<file path="src/hdl/lmts_pkg.sv">
package lmts_pkg;

   // Default phase and line lengths, in the unit of the cycles field of an item
   localparam int OAM_CYCLES_DEF         = 80;
   localparam int DRAW_CYCLES_DEF        = 172;
   localparam int HBLANK_CYCLES_DEF      = 204;
   localparam int VBLANK_LINE_CYCLES_DEF = 456;
   localparam int VISIBLE_LINES_DEF      = 144;

   // Fixed number of vblank lines per frame
   localparam int VBLANK_LINES = 10;

   localparam int ACCUM_W = 16;

   // Display modes as reported on the result channel
   localparam logic [1:0] MODE_HBLANK = 2'd0;
   localparam logic [1:0] MODE_VBLANK = 2'd1;
   localparam logic [1:0] MODE_OAM    = 2'd2;
   localparam logic [1:0] MODE_DRAW   = 2'd3;

   // Item operations
   localparam logic OP_ADVANCE = 1'b0;
   localparam logic OP_CONFIRM = 1'b1;

   // Configuration register indexes
   localparam logic CSR_LYC_COMPARE  = 1'b0;
   localparam logic CSR_STAT_ENABLES = 1'b1;

   localparam int CSR_DATA_W = 8;

   // STAT enable bits
   localparam int STAT_EN_HBLANK = 0;
   localparam int STAT_EN_VBLANK = 1;
   localparam int STAT_EN_OAM    = 2;
   localparam int STAT_EN_LYC    = 3;

   typedef struct packed {
      logic       operation;
      logic [7:0] cycles;
   } req_type;

   typedef struct packed {
      logic [1:0] mode;
      logic [7:0] line;
      logic       coincidence;
      logic       vblank_irq;
      logic       stat_irq;
      logic       frame_ready;
   } rsp_type;

   typedef struct packed {
      logic [7:0] lyc_compare;
      logic [3:0] stat_enables;
   } cfg_type;

endpackage

</file>
<file path="src/hdl/lmts_state.sv">
module lmts_state import lmts_pkg::*; #(
   parameter int OAM_CYCLES         = OAM_CYCLES_DEF,
   parameter int DRAW_CYCLES        = DRAW_CYCLES_DEF,
   parameter int HBLANK_CYCLES      = HBLANK_CYCLES_DEF,
   parameter int VBLANK_LINE_CYCLES = VBLANK_LINE_CYCLES_DEF,
   parameter int VISIBLE_LINES      = VISIBLE_LINES_DEF
) (
   input  logic    clock,
   input  logic    reset,
   input  logic    commit,
   input  req_type item,
   input  cfg_type cfg,
   output rsp_type result
);

   localparam logic [7:0] LAST_LINE_WRAP = 8'(VISIBLE_LINES + VBLANK_LINES);

   logic [ACCUM_W-1:0] accum_ff, accum_in;
   logic [1:0]         mode_ff, mode_in;
   logic [7:0]         line_ff, line_in;
   logic               coin_ff, coin_in;
   logic               any_last_ff, any_last_in;
   logic               frame_ready_ff, frame_ready_in;

   logic [ACCUM_W:0]   sum;
   logic [ACCUM_W-1:0] accum_sat;
   logic [ACCUM_W-1:0] phase_len;
   logic               phase_hit;
   logic [7:0]         line_inc;
   logic               any_now;
   logic               vblank_pulse;
   logic               stat_pulse;

   // Saturating add of elapsed cycles
   assign sum       = {1'b0, accum_ff} + {{(ACCUM_W + 1 - 8){1'b0}}, item.cycles};
   assign accum_sat = sum[ACCUM_W] ? {ACCUM_W{1'b1}} : sum[ACCUM_W-1:0];
   assign line_inc  = line_ff + 8'd1;

   // Length of the current phase
   always_comb begin
      case (mode_ff)
         MODE_HBLANK: phase_len = ACCUM_W'(HBLANK_CYCLES);
         MODE_VBLANK: phase_len = ACCUM_W'(VBLANK_LINE_CYCLES);
         MODE_OAM:    phase_len = ACCUM_W'(OAM_CYCLES);
         default:     phase_len = ACCUM_W'(DRAW_CYCLES);
      endcase
   end

   assign phase_hit = (accum_sat >= phase_len);

   // One transition at most per item
   always_comb begin
      accum_in       = accum_ff;
      mode_in        = mode_ff;
      line_in        = line_ff;
      coin_in        = coin_ff;
      frame_ready_in = frame_ready_ff;
      vblank_pulse   = 1'b0;
      if (item.operation == OP_CONFIRM) begin
         frame_ready_in = 1'b0;
      end else begin
         accum_in = phase_hit ? accum_sat - phase_len : accum_sat;
         if (phase_hit) begin
            case (mode_ff)
               MODE_HBLANK: begin
                  line_in = line_inc;
                  if (line_inc < 8'(VISIBLE_LINES)) begin
                     mode_in = MODE_OAM;
                  end else begin
                     mode_in      = MODE_VBLANK;
                     vblank_pulse = 1'b1;
                  end
               end
               MODE_VBLANK: begin
                  line_in = line_inc;
                  if (line_inc == LAST_LINE_WRAP) begin
                     line_in        = 8'd0;
                     mode_in        = MODE_OAM;
                     frame_ready_in = 1'b1;
                  end
               end
               MODE_OAM: begin
                  coin_in = (line_ff == cfg.lyc_compare);
                  mode_in = MODE_DRAW;
               end
               default: begin
                  mode_in = MODE_HBLANK;
               end
            endcase
         end
      end
   end

   // STAT condition from the updated state, edge detected
   assign any_now = (cfg.stat_enables[STAT_EN_LYC]    && coin_in) ||
                    (cfg.stat_enables[STAT_EN_OAM]    && mode_in == MODE_OAM) ||
                    (cfg.stat_enables[STAT_EN_VBLANK] && mode_in == MODE_VBLANK) ||
                    (cfg.stat_enables[STAT_EN_HBLANK] && mode_in == MODE_HBLANK);

   always_comb begin
      any_last_in = any_last_ff;
      stat_pulse  = 1'b0;
      if (item.operation == OP_ADVANCE) begin
         any_last_in = any_now;
         stat_pulse  = any_now && !any_last_ff;
      end
   end

   assign result.mode        = mode_in;
   assign result.line        = line_in;
   assign result.coincidence = coin_in;
   assign result.vblank_irq  = vblank_pulse;
   assign result.stat_irq    = stat_pulse;
   assign result.frame_ready = frame_ready_in;

   // Timing state, updated once per item
   always_ff @(posedge clock) begin
      if (reset) begin
         accum_ff       <= '0;
         mode_ff        <= MODE_OAM;
         line_ff        <= '0;
         coin_ff        <= 1'b0;
         any_last_ff    <= 1'b0;
         frame_ready_ff <= 1'b0;
      end else if (commit) begin
         accum_ff       <= accum_in;
         mode_ff        <= mode_in;
         line_ff        <= line_in;
         coin_ff        <= coin_in;
         any_last_ff    <= any_last_in;
         frame_ready_ff <= frame_ready_in;
      end
   end

endmodule

</file>
<file path="src/hdl/lcd_mode_timing_sequencer_top.sv">
// Pipeline: a req transfer passes the input register, then the result register,
//   before its rsp_valid; the timing state is updated between them.
// Throughput: one item per cycle while rsp_stall is low; each state update is committed before the next item.
// Reset (synchronous, active high): both stages empty, OAM search mode, line 0,
//   accumulator, flags and configuration registers cleared.
module lcd_mode_timing_sequencer_top import lmts_pkg::*; #(
   parameter int OAM_CYCLES         = OAM_CYCLES_DEF,
   parameter int DRAW_CYCLES        = DRAW_CYCLES_DEF,
   parameter int HBLANK_CYCLES      = HBLANK_CYCLES_DEF,
   parameter int VBLANK_LINE_CYCLES = VBLANK_LINE_CYCLES_DEF,
   parameter int VISIBLE_LINES      = VISIBLE_LINES_DEF
) (
   input  logic                  clock,
   input  logic                  reset,
   input  logic                  req_valid,
   output logic                  req_stall,
   input  req_type               req_data,
   output logic                  rsp_valid,
   input  logic                  rsp_stall,
   output rsp_type               rsp_data,
   input  logic                  csr_wr_en,
   input  logic                  csr_index,
   input  logic [CSR_DATA_W-1:0] csr_wr_data
);

   logic    in_valid_ff;
   req_type in_data_ff;
   logic    out_valid_ff;
   rsp_type out_data_ff;
   cfg_type cfg_ff;
   rsp_type step_result;
   logic    out_free;
   logic    commit;
   logic    in_free;

   // Stage handshakes
   assign out_free  = !out_valid_ff || !rsp_stall;
   assign commit    = in_valid_ff && out_free;
   assign in_free   = !in_valid_ff || out_free;
   assign req_stall = !in_free;

   // Configuration registers
   always_ff @(posedge clock) begin
      if (reset) begin
         cfg_ff <= '0;
      end else if (csr_wr_en) begin
         case (csr_index)
            CSR_LYC_COMPARE:  cfg_ff.lyc_compare  <= csr_wr_data[7:0];
            CSR_STAT_ENABLES: cfg_ff.stat_enables <= csr_wr_data[3:0];
            default:          cfg_ff              <= cfg_ff;
         endcase
      end
   end

   // Input register
   always_ff @(posedge clock) begin
      if (reset) begin
         in_valid_ff <= 1'b0;
      end else if (in_free) begin
         in_valid_ff <= req_valid;
      end
   end

   always_ff @(posedge clock) begin
      if (in_free && req_valid) begin
         in_data_ff <= req_data;
      end
   end

   lmts_state #(
      .OAM_CYCLES         (OAM_CYCLES),
      .DRAW_CYCLES        (DRAW_CYCLES),
      .HBLANK_CYCLES      (HBLANK_CYCLES),
      .VBLANK_LINE_CYCLES (VBLANK_LINE_CYCLES),
      .VISIBLE_LINES      (VISIBLE_LINES)
   ) u_state (
      .clock  (clock),
      .reset  (reset),
      .commit (commit),
      .item   (in_data_ff),
      .cfg    (cfg_ff),
      .result (step_result)
   );

   // Result register
   always_ff @(posedge clock) begin
      if (reset) begin
         out_valid_ff <= 1'b0;
      end else if (out_free) begin
         out_valid_ff <= in_valid_ff;
      end
   end

   always_ff @(posedge clock) begin
      if (commit) begin
         out_data_ff <= step_result;
      end
   end

   assign rsp_valid = out_valid_ff;
   assign rsp_data  = out_data_ff;

endmodule

</file>
<file path="config.mk">
export PLATFORM = sky130hd
export DESIGN_NAME = lcd_mode_timing_sequencer_top
export DESIGN_NICKNAME = d
export VERILOG_FILES = /design/src/hdl/lmts_pkg.sv /design/src/hdl/lmts_state.sv /design/src/hdl/lcd_mode_timing_sequencer_top.sv
export SDC_FILE = /design/constraint.sdc
export NUM_CORES = 1
export LEC_CHECK = 0
export BUFFER_PORTS_ARGS = -buffer_cell sky130_fd_sc_hd__buf_4
export CORE_MARGIN = 5
export CORE_UTILIZATION = 34
export CTS_BUF_LIST = sky130_fd_sc_hd__clkbuf_4 sky130_fd_sc_hd__clkbuf_8 sky130_fd_sc_hd__clkbuf_16
export CTS_CLUSTER_SIZE = 20
export DETAILED_ROUTE_END_ITERATION = 8
export HOLD_SLACK_MARGIN = 0.12
export PLACE_DENSITY = 0.57
export SETUP_SLACK_MARGIN = 0.2
export SYNTH_ARGS = -nofsm -noshare
export SYNTH_HDL_FRONTEND = slang
export SYNTH_SLANG_ARGS = --single-unit
</file>
<file path="constraint.sdc">
create_clock -name clock -period 3.95 [get_ports clock]
set_input_delay 0.395 -clock clock [delete_from_list [all_inputs] [get_ports clock]]
set_output_delay 0.395 -clock clock [all_outputs]
set_load 0.01 [all_outputs]
</file>
# ---- Word-level counts from Yosys, hierarchy flattened
# Index checks and enable logic that the tools add are counted.
dict set report op_classes {
  add_sub_neg 3
  n_lt_le_gt_ge 2
  n_eq_ne 6
  n_mux 20
  bitwise 4
  n_reduce_logical 23
}
# cell count
set op_table {}
lappend op_table {{two-way mux 16 bit} 2}
lappend op_table {{one-hot mux 9 bit (3 select lines)} 1}
lappend op_table {{two-way mux 8 bit} 3}
lappend op_table {{adder 16 x 8 -> 17 bit} 1}
lappend op_table {{>= comparator 16 x 9 -> 1 bit} 1}
lappend op_table {{one-hot mux 8 bit (2 select lines)} 1}
lappend op_table {{subtractor 16 x 9 -> 16 bit} 1}
lappend op_table {{adder 8 x 1 -> 8 bit, second input constant} 1}
lappend op_table {{equality test 8 bit} 1}
lappend op_table {{equality test 8 bit, second input constant} 1}
lappend op_table {{< comparator 8 bit, second input constant} 1}
lappend op_table {{two-way mux 1 bit} 8}
lappend op_table {{two-way mux 2 bit} 4}
lappend op_table {{logical AND 1 bit} 7}
lappend op_table {{one-hot mux 2 bit (3 select lines)} 1}
lappend op_table {{AND reduction 2 bit} 3}
lappend op_table {{zero test 1 bit} 5}
lappend op_table {{logical OR 1 bit} 5}
lappend op_table {{equality test 2 x 1 -> 1 bit, second input constant} 2}
lappend op_table {{equality test 2 bit, second input constant} 2}
lappend op_table {{zero test 2 bit} 2}
lappend op_table {{NOT 1 bit} 4}
lappend op_table {{OR reduction 3 bit} 1}
dict set report totals {
  regBits 66
  input_bits 23
  output_inout_bits 16
  elab_cells 76
}

# ---- Logic depth before layout (Yosys ltp)
# Gate-level depths: netlist of run 1.
dict set report depth {
  ltp_word 12
  ltp_mapped 21
  mapped_depth_nobuf 18
}

# ---- Cells and area by module
# A second synthesis of run 1 with hierarchy kept.
dict set report unflattened {
  hier_cells 499
  hier_area_um2 4405.5
}
# mod n_inst cells_per_inst area_each_um2 seq_area_each_um2
set modules_own_cells {}
lappend modules_own_cells {lmts_state 1 417 3115.5 580.6}
lappend modules_own_cells {lcd_mode_timing_sequencer_top 1 82 1290.0 970.9}

# ---- Least setup slack after synthesis of run 1
# No wires, ideal clock.
dict set report synth_timing {
  path_kind {register to register}
  startpoint {register in_data_ff[5] (netlist bit)}
  endpoint {register u_state.accum_ff[14]}
  setup_time_ps 101
  arrival_ps 4162
  t_required_ps 3849
  path_slack_ps -313
  stages_incl_launch_ff 20
  n_path_buf 2
  synth_period_minus_slack_ps 4263
  path_cell_list {edfxtp_1 > ha_1 > buf_4 > o211ai_1 > o211ai_1 > nand2_1 > nor2_1 > nor2_1 > ha_1 > fa_1 > nand2b_1 > a21oi_1 > o211a_1 > o221ai_1 > a21o_1 > and3_1 > buf_6 > o31a_1 > or4b_1 > o41ai_1}
}
dict set report synth_via {
  elab_chain_cells 4
  word_cells_on_any_way 5
  cone_classes {add/sub: 2; order compare: 1; mux: 2}
}
# element line_no
set synth_lines {}
lappend synth_lines {{from (decl)} lcd_mode_timing_sequencer_top.sv:27} ;# req_type in_data_ff;
lappend synth_lines {{from (signal assigned)} lcd_mode_timing_sequencer_top.sv:66} ;# in_data_ff <= req_data;
lappend synth_lines {{adder 16 x 8 -> 17 bit *} lmts_state.sv:35} ;# assign sum = {1'b0, accum_ff} + {{(ACCUM_W + 1 - 8){1'b0}}, item.cycles};
lappend synth_lines {{two-way mux 16 bit *} lmts_state.sv:36} ;# assign accum_sat = sum[ACCUM_W] ? {ACCUM_W{1'b1}} : sum[ACCUM_W-1:0];
lappend synth_lines {{subtractor 16 x 9 -> 16 bit or >= comparator 16 x 9 -> 1 bit (tied branches)} {lmts_state.sv:62, lmts_state.sv:49}}
lappend synth_lines {{two-way mux 16 bit *} lmts_state.sv:62} ;# accum_in = phase_hit ? accum_sat - phase_len : accum_sat;
lappend synth_lines {{to (signal assigned)} lmts_state.sv:126} ;# accum_ff <= accum_in;
lappend synth_lines {{to (decl)} lmts_state.sv:18} ;# logic [ACCUM_W-1:0] accum_ff, accum_in;
# Every way passes the cells marked *; elsewhere a longest branch is shown, timed or not.
# A chain may end at the register's enable or synchronous reset.

# ---- Final worst setup path of run 1
dict set report layout_timing {
  startpoint {register in_data_ff[0] (netlist bit)}
  endpoint {register out_data_ff, in the netlist rsp_data[1] (data pin)}
}
dict set report layout_via {
  elab_chain_cells 11
  word_cells_on_any_way 18
  cone_classes {add/sub: 1; order compare: 1; eq/ne: 2; mux: 5; reduce/logical: 9}
}
# element line_no
set layout_lines {}
lappend layout_lines {{adder 16 x 8 -> 17 bit *} lmts_state.sv:35}
lappend layout_lines {{two-way mux 16 bit *} lmts_state.sv:36}
lappend layout_lines {{>= comparator 16 x 9 -> 1 bit *} lmts_state.sv:49} ;# assign phase_hit = (accum_sat >= phase_len);
lappend layout_lines {{two-way mux 2 bit} lmts_state.sv:63} ;# if (phase_hit) begin
lappend layout_lines {{two-way mux 2 bit} lmts_state.sv:59} ;# if (item.operation == OP_CONFIRM) begin
lappend layout_lines {{equality test 2 bit} lmts_state.sv:96} ;# (cfg.stat_enables[STAT_EN_OAM] && mode_in == MODE_OAM) ||
lappend layout_lines {{logical AND 1 bit} lmts_state.sv:96}
lappend layout_lines {{logical OR 1 bit} lmts_state.sv:95} ;# assign any_now = (cfg.stat_enables[STAT_EN_LYC] && coin_in) ||
lappend layout_lines {{logical OR 1 bit} lmts_state.sv:96}
lappend layout_lines {{logical OR 1 bit *} lmts_state.sv:97} ;# (cfg.stat_enables[STAT_EN_VBLANK] && mode_in == MODE_VBLANK) ||
lappend layout_lines {{logical AND 1 bit *} lmts_state.sv:105} ;# stat_pulse = any_now && !any_last_ff;
lappend layout_lines {{to (signal assigned)} lcd_mode_timing_sequencer_top.sv:96} ;# out_data_ff <= step_result;
lappend layout_lines {{to (decl)} lcd_mode_timing_sequencer_top.sv:29} ;# rsp_type out_data_ff;
# Marks and branches as above.

==> results of run 1 <==
[power breakdown]
| part | internal [W] | switching [W] | leakage (nW) |
|---|---|---|---|
| Combinational | 0.000619 | 0.000571 | 1.87 |
| Clock | 0.000507 | 0.000317 | 0.147 |
| Sequential | 0.000741 | 0.0000229 | 0.566 |
| Total | 0.00187 | 0.000911 | 2.59 |
[worst paths after layout]
| check | slack, ns | endpoint | cells past startpoint |
|---|---|---|---|
| worst min-delay path | 0.23 | in_data_ff[0] | 1 |
| worst min register to register | 0.47 | cfg_ff[7] | 2 |
| worst max-delay path | -0.23 | rsp_data[1] | 18 |
| worst max register to register | -0.23 | rsp_data[1] | 18 |
[state kept, by name, indices dropped and copies added, names as in the netlist]
signal	count
rsp_valid	1
u_state.frame_ready_ff	1
u_state.any_last_ff	1
u_state.coin_ff	1
u_state.accum_ff	16
in_data_ff	9
u_state.mode_ff	2
rsp_data	14
cfg_ff	12
in_valid_ff	1
u_state.line_ff	8
[stage by stage]
step	area (sq um)	setup slack (ns)	std cells	hold WS, ns
after floorplan	4600	-0.0500	525	0.436
after global placement	5430	-0.134	773	0.457
after detailed placement	5430	-0.270	773	0.464
after CTS	6040	-0.129	814	0.220
after global routing	6320	-0.392	821	0.219
final	6320	-0.231	821	0.227
[routing by layer]
layer	track usage (%)	vias to the layer above	wire length, microns
met1	23.2	2124	6180
met2	26.6	145	6420
met3	3.11	37	669
met5	0	-	0
li1	-	2181	-
met4	8.04	0	397
[cells by family after synthesis]
logic type	Yosys count	share of synthesized area (%)
AOI/OAI and AO/OA	156	25.8
xor gates and xnor gates	26	5.05
adders and majority gates	23	6.72
buffers and inverters	47	4.61
DFF	66	34.4
muxes	5	1.19
and+or+nand+nor	202	22.2
[synth_stat cells, drive strengths merged, types with 5 or more instances]
cell type | number | area [sq um]
nand2 | 62 | 233
nor2 | 47 | 176
dfxtp | 43 | 861
a21oi | 40 | 200
o21ai | 25 | 125
edfxtp | 23 | 691
ha | 21 | 263
nand3 | 21 | 110
clkbuf | 19 | 71.3
inv | 17 | 63.8
nor3 | 16 | 90.1
a21o | 15 | 120
xnor2 | 15 | 131
xor2 | 11 | 96.3
and3 | 10 | 62.6
buf | 10 | 68.8
a31oi | 9 | 71.3
nand4 | 8 | 50.1
a211oi | 7 | 67.6
or3 | 7 | 43.8
a311oi | 6 | 58.8
o211ai | 6 | 45.0
a22oi | 5 | 37.5
and2 | 5 | 31.3
and4 | 5 | 46.3
nand2b | 5 | 31.3
[critical path, stage by stage (launching register included)]
cell and delay, ns:
edfxtp_1 0.39, ha_2 0.22, fa_2 0.37, buf_4 0.15, a21o_1 0.15, a21oi_1 0.19, xnor2_1 0.11, or2_4 0.27
ha_4 0.30, nand2b_4 0.05, a21oi_2 0.15, o211a_1 0.22, o221ai_2 0.10, a21o_1 0.19, buf_6 0.13, a31oi_4 0.30
mux2i_2 0.13, a311oi_2 0.36, a211oi_2 0.11
[layout make-up]
cell class / count / area [sq um]
fill: 1246 / 6820
multi-input combinational: 412 / 3090
sequential: 66 / 1550
timing repair buffer: 133 / 1080
clock buffer: 10 / 239
tap: 176 / 220
inverter: 18 / 67.6
clock inverter: 6 / 63.8
[cell usage in the layout (no fill, tap or decap), types with 5 or more instances in the layout]
master / instances
inv_1: 16
nand3_1: 17
a21oi_1: 37
o211ai_1: 6
xor2_1: 11
nand4_1: 8
a31oi_1: 5
buf_4: 116
xnor2_1: 15
ha_1: 14
o21ai_0: 17
buf_6: 14
clkbuf_16: 9
nor3_1: 11
dfxtp_1: 43
nor2_1: 41
nand2_1: 58
and3_1: 9
or3_1: 5
edfxtp_1: 23
a21o_1: 14
a22oi_2: 5
[what timing repair did]
item / 4_1_cts / 5_1_grt
buffers inserted: 25 / 7
pin swaps: 27 / 28
endpoints found under the hold margin: 0 / 0
endpoints found under the setup margin: 40 / 41
resized for setup: 31 / 46
==> results.json, run 1 <==
{
  "power.ir.vdd_worst_mv": 0.217,
  "maxCapViolations": 0,
  "drtAntennaViolNets": 0,
  "fin_ws_ns": -0.231,
  "status": "finished with violations",
  "cts_buffers": 9,
  "dieArea_sq_um": 15700,
  "num_rows": 42,
  "ys_seq_elements": 66,
  "cp-end-kind": "register",
  "min_path_type": "primary input to register",
  "finalPower_w": 0.00278,
  "overflow": 0,
  "htreeDepth": 3,
  "worstMarginPinSlew_ns": 0.856,
  "min_from": "req_data[0]",
  "totalWireLength_microns": 13700,
  "avgViaCountPerCell": 5.47,
  "postSynthCellCount": 525,
  "p_leak_nw": 2.59,
  "cts_tree": "done",
  "clk_pin_slew_ns": 0.06,
  "synth_edf_count": 23,
  "cp_max_fo": 6,
  "crit_type": "register to register",
  "utilization_pct": 48.1,
  "setup_viol": 26,
  "drcViolationCount": 0,
  "yosysWarningCount": 0,
  "synth_area_sq_um": 4510,
  "fin_tns_setup_ns": -3.29,
  "wl_per_cell_microns": 16.6,
  "antenna_cells": 0,
  "seq_area_frac_synth_pct": 34.4,
  "drtIter0Drc": 249,
  "die-width_microns": 125,
  "port_buffers": 38,
  "io_pins": 39,
  "drive_above_1_share_pct": 35.3,
  "r2r-start": "in_data_ff[0]",
  "clk_latency_ns": 0.34,
  "rsz0062_at_grt": "yes",
  "synth_cell_types": 79,
  "fin_nets": 686,
  "antenna_found_initial": 0,
  "slew_headroom_pct": 42.8,
  "grt_pass1_wl_microns": 22000,
  "hold_buffers": 0,
  "cp-start-kind": "register",
  "clock_skew_ns": 0.00699,
  "fin_crit_ns": 4.18,
  "synthFlopType": "dfxtp_1",
  "start_util_pct": 34.3,
  "cp-startpoint": "in_data_ff[0]",
  "grt_max_degree": 41,
  "hpwl_microns": 9740,
  "clkSinkCount": 66,
  "slew_viol_final": 0,
  "grt_pass1_vias": 4415,
  "fin_crit_sh_pct": 106,
  "arrival_ns": 4.25,
  "die_h_microns": 125,
  "finalHoldViolations": 0,
  "max_freq_mhz": 239,
  "grt_usage_pct": 17.1,
  "synth.net_count": 571,
  "drt_first_pass_iters": 5,
  "cts-root-buf": "clkbuf_16",
  "clk_path_buf_depth": 2,
  "synthArstFlopShare_pct": 0,
  "syn_avg_cell_area_sq_um": 8.58,
  "syn_to_final_growth_pct": 40.2,
  "vias": 4487,
  "violations": "negative setup slack",
  "worstPathRequired_ns": 4.01,
  "place_congestion": 0.897,
  "core_sq_um": 13100,
  "p_per_area_nw_per_um2": 440
}
Note: power is estimated with default switching activity, not from simulation.
==> inputs of run 2 (changes only) <==
--- a/config.mk
+++ b/config.mk
@@ -13,6 +13,7 @@
 export DETAILED_ROUTE_END_ITERATION = 8
 export HOLD_SLACK_MARGIN = 0.12
 export PLACE_DENSITY = 0.57
+export RECOVER_POWER = 25
 export SETUP_SLACK_MARGIN = 0.2
 export SYNTH_ARGS = -nofsm -noshare
 export SYNTH_HDL_FRONTEND = slang
==> results.json, run 2 (synthesis gave the netlist of run 1 again) <==
{
  "status": "finished with violations",
  "violations": "max-capacitance violations, max-slew violations, negative setup slack",
  "cp_max_fo": 6,
  "overflow": 0,
  "drtAntennaViolNets": 0,
  "cpMostUsedCell": "a21o_1",
  "min_path_type": "primary input to register",
  "fin_crit_sh_pct": 106,
  "final_common_cell": "buf_4",
  "slew_viol_final": 41,
  "cts_buffers": 9,
  "p_per_area_nw_per_um2": 440,
  "place_congestion": 0.897,
  "max_freq_mhz": 239,
  "syn_to_final_growth_pct": 40.1,
  "p_seq_share_pct": 27.5,
  "avgViaCountPerCell": 5.46,
  "port_buffers": 38,
  "grt_max_degree": 41,
  "hold_buffers": 0,
  "start_util_pct": 34.3,
  "clkSinkCount": 66,
  "hpwl_microns": 9740,
  "die_h_microns": 125,
  "grt_pass1_vias": 4415,
  "htreeDepth": 3,
  "p_leak_nw": 2.58,
  "stdcell_area_sq_um": 6310,
  "final_cell_mix": "buf_4 (106), nand2_1 (58), dfxtp_1 (43)",
  "switchingPower_w": 0.000912,
  "finalHoldViolations": 0,
  "cts_tree": "done",
  "grt_usage_pct": 17.1,
  "wl_per_cell_microns": 16.6,
  "power.ir.vdd_worst_mv": 0.217,
  "totalWireLength_microns": 13700,
  "crit_path_max_incr_delay_ns": 0.39,
  "placed_cell_area_sq_um": 5430,
  "crit_chain": "ha_2, fa_2, buf_4, a21o_1, a21oi_1, xnor2_1, or2_4, ha_4, nand2b_4, a21oi_2, o211a_1, o221ai_2, a21o_1, buf_6, a31oi_4, mux2i_2, a311oi_2, a211oi_2",
  "dp_slack_ns": -0.270,
  "num_rows": 42,
  "largest_register": "u_state.accum_ff",
  "cts-root-buf": "clkbuf_16",
  "antenna_cells": 0,
  "io_pins": 39,
  "p_sw_share_pct": 32.8,
  "die-width_microns": 125,
  "drt_first_pass_iters": 5,
  "cp-end-kind": "register",
  "drtIter0Drc": 260,
  "cp-start-kind": "register",
  "clk_latency_ns": 0.34,
  "vias": 4480,
  "intPower_w": 0.00187,
  "worstPathRequired_ns": 4.01,
  "clk_path_buf_depth": 2,
  "drive_above_1_share_pct": 35.2,
  "clk_pin_slew_ns": 0.06,
  "drcViolationCount": 0,
  "dieArea_sq_um": 15700,
  "finalPower_w": 0.00278,
  "maxCapViolations": 1,
  "critPathSlowestCell": "edfxtp_1",
  "clkPwrFrac_pct": 29.7,
  "dp.cells": 773,
  "fin_cells": 821,
  "fin_nets": 686,
  "grt_pass1_wl_microns": 22000,
  "antenna_found_initial": 0,
  "crit_type": "register to register",
  "largest_register_ffs": 16,
  "clock_skew_ns": 0.00762,
  "comb_power_share_pct": 42.8,
  "fin_ws_ns": -0.227,
  "worstMarginPinSlew_ns": 2.18,
  "r2r_slack_ns": -0.23,
  "fin_crit_ns": 4.18,
  "slew_headroom_pct": -45.4,
  "core_sq_um": 13100,
  "rsz0062_at_grt": "yes",
  "setup_viol": 26,
  "arrival_ns": 4.24
}
==> run 2: cell types whose count changed in the layout (fill, tap and decap cells not counted), sizes merged <==
cell,change
buf,-10
clkbuf,+10
==> run 2: power groups by stage <==
stage | registers [W] | clock network, W | logic, W
finish | 0.000764 | 0.000826 | 0.00119
detailed placement | 0.000777 | 0 | 0.000850
CTS | 0.000763 | 0.000836 | 0.000973
floorplan | 0.000777 | 0 | 0.000554
global route | 0.000767 | 0.000866 | 0.00127
global placement | 0.000776 | 0 | 0.000835
==> run 2: area by class of cell <==
type	instances	area (sq um)
clock inverter	6	63.8
sequential	66	1550
fill	1248	6820
inverter	18	67.6
tap	176	220
clock buffer	10	239
multi-input combinational	412	3090
timing repair buffer	133	1080
==> run 2: what timing repair did <==
| item | CTS | global route |
|---|---|---|
| endpoints found under the setup margin | 40 | 41 |
| buffers inserted | 25 | 7 |
| pin swaps | 27 | 28 |
| resized for setup | 31 | 46 |
==> run 2: final timing paths <==
check                                    from       endpoint  cells after the start
worst max-delay path            in_data_ff[0]    rsp_data[1]                     18
worst min register to register      cfg_ff[7]      cfg_ff[7]                      2
worst min-delay path              req_data[0]  in_data_ff[0]                      1
worst max register to register  in_data_ff[0]    rsp_data[1]                     18
==> run 2: per-stage QoR <==
stage | hold WS (ns) | utilization, % | TNS [ns]
6_report | 0.249 | 48.1 | -3.95
5_1_grt | 0.242 | 48.1 | -9.24
4_1_cts | 0.220 | 46.0 | -0.838
3_5_place_dp | 0.464 | 41.3 | -2.89
3_3_place_gp | 0.457 | 41.3 | -1.03
2_1_floorplan | 0.436 | - | -0.0504
==> run 2: worst max-delay path, delay by kind of cell, from the launching register on <==
kind                     cells  cell delay [ns]
AO/OA/AOI/OAI                9             1.77
flip-flops                   1             0.39
AND/OR/NAND/NOR              2             0.32
buffers and inverters        2             0.28
multiplexers                 1             0.13
XOR/XNOR                     1             0.12
adder cells (fa/ha/maj)      3             0.89
==> run 2: per-layer routing <==
metal | GRT usage, % | routed length (microns) | share of wire [%]
met5 | 0 | 0 | 0
met4 | 8.04 | 378 | 2.8
met3 | 3.11 | 636 | 4.7
met2 | 26.6 | 6450 | 47
met1 | 23.2 | 6190 | 45
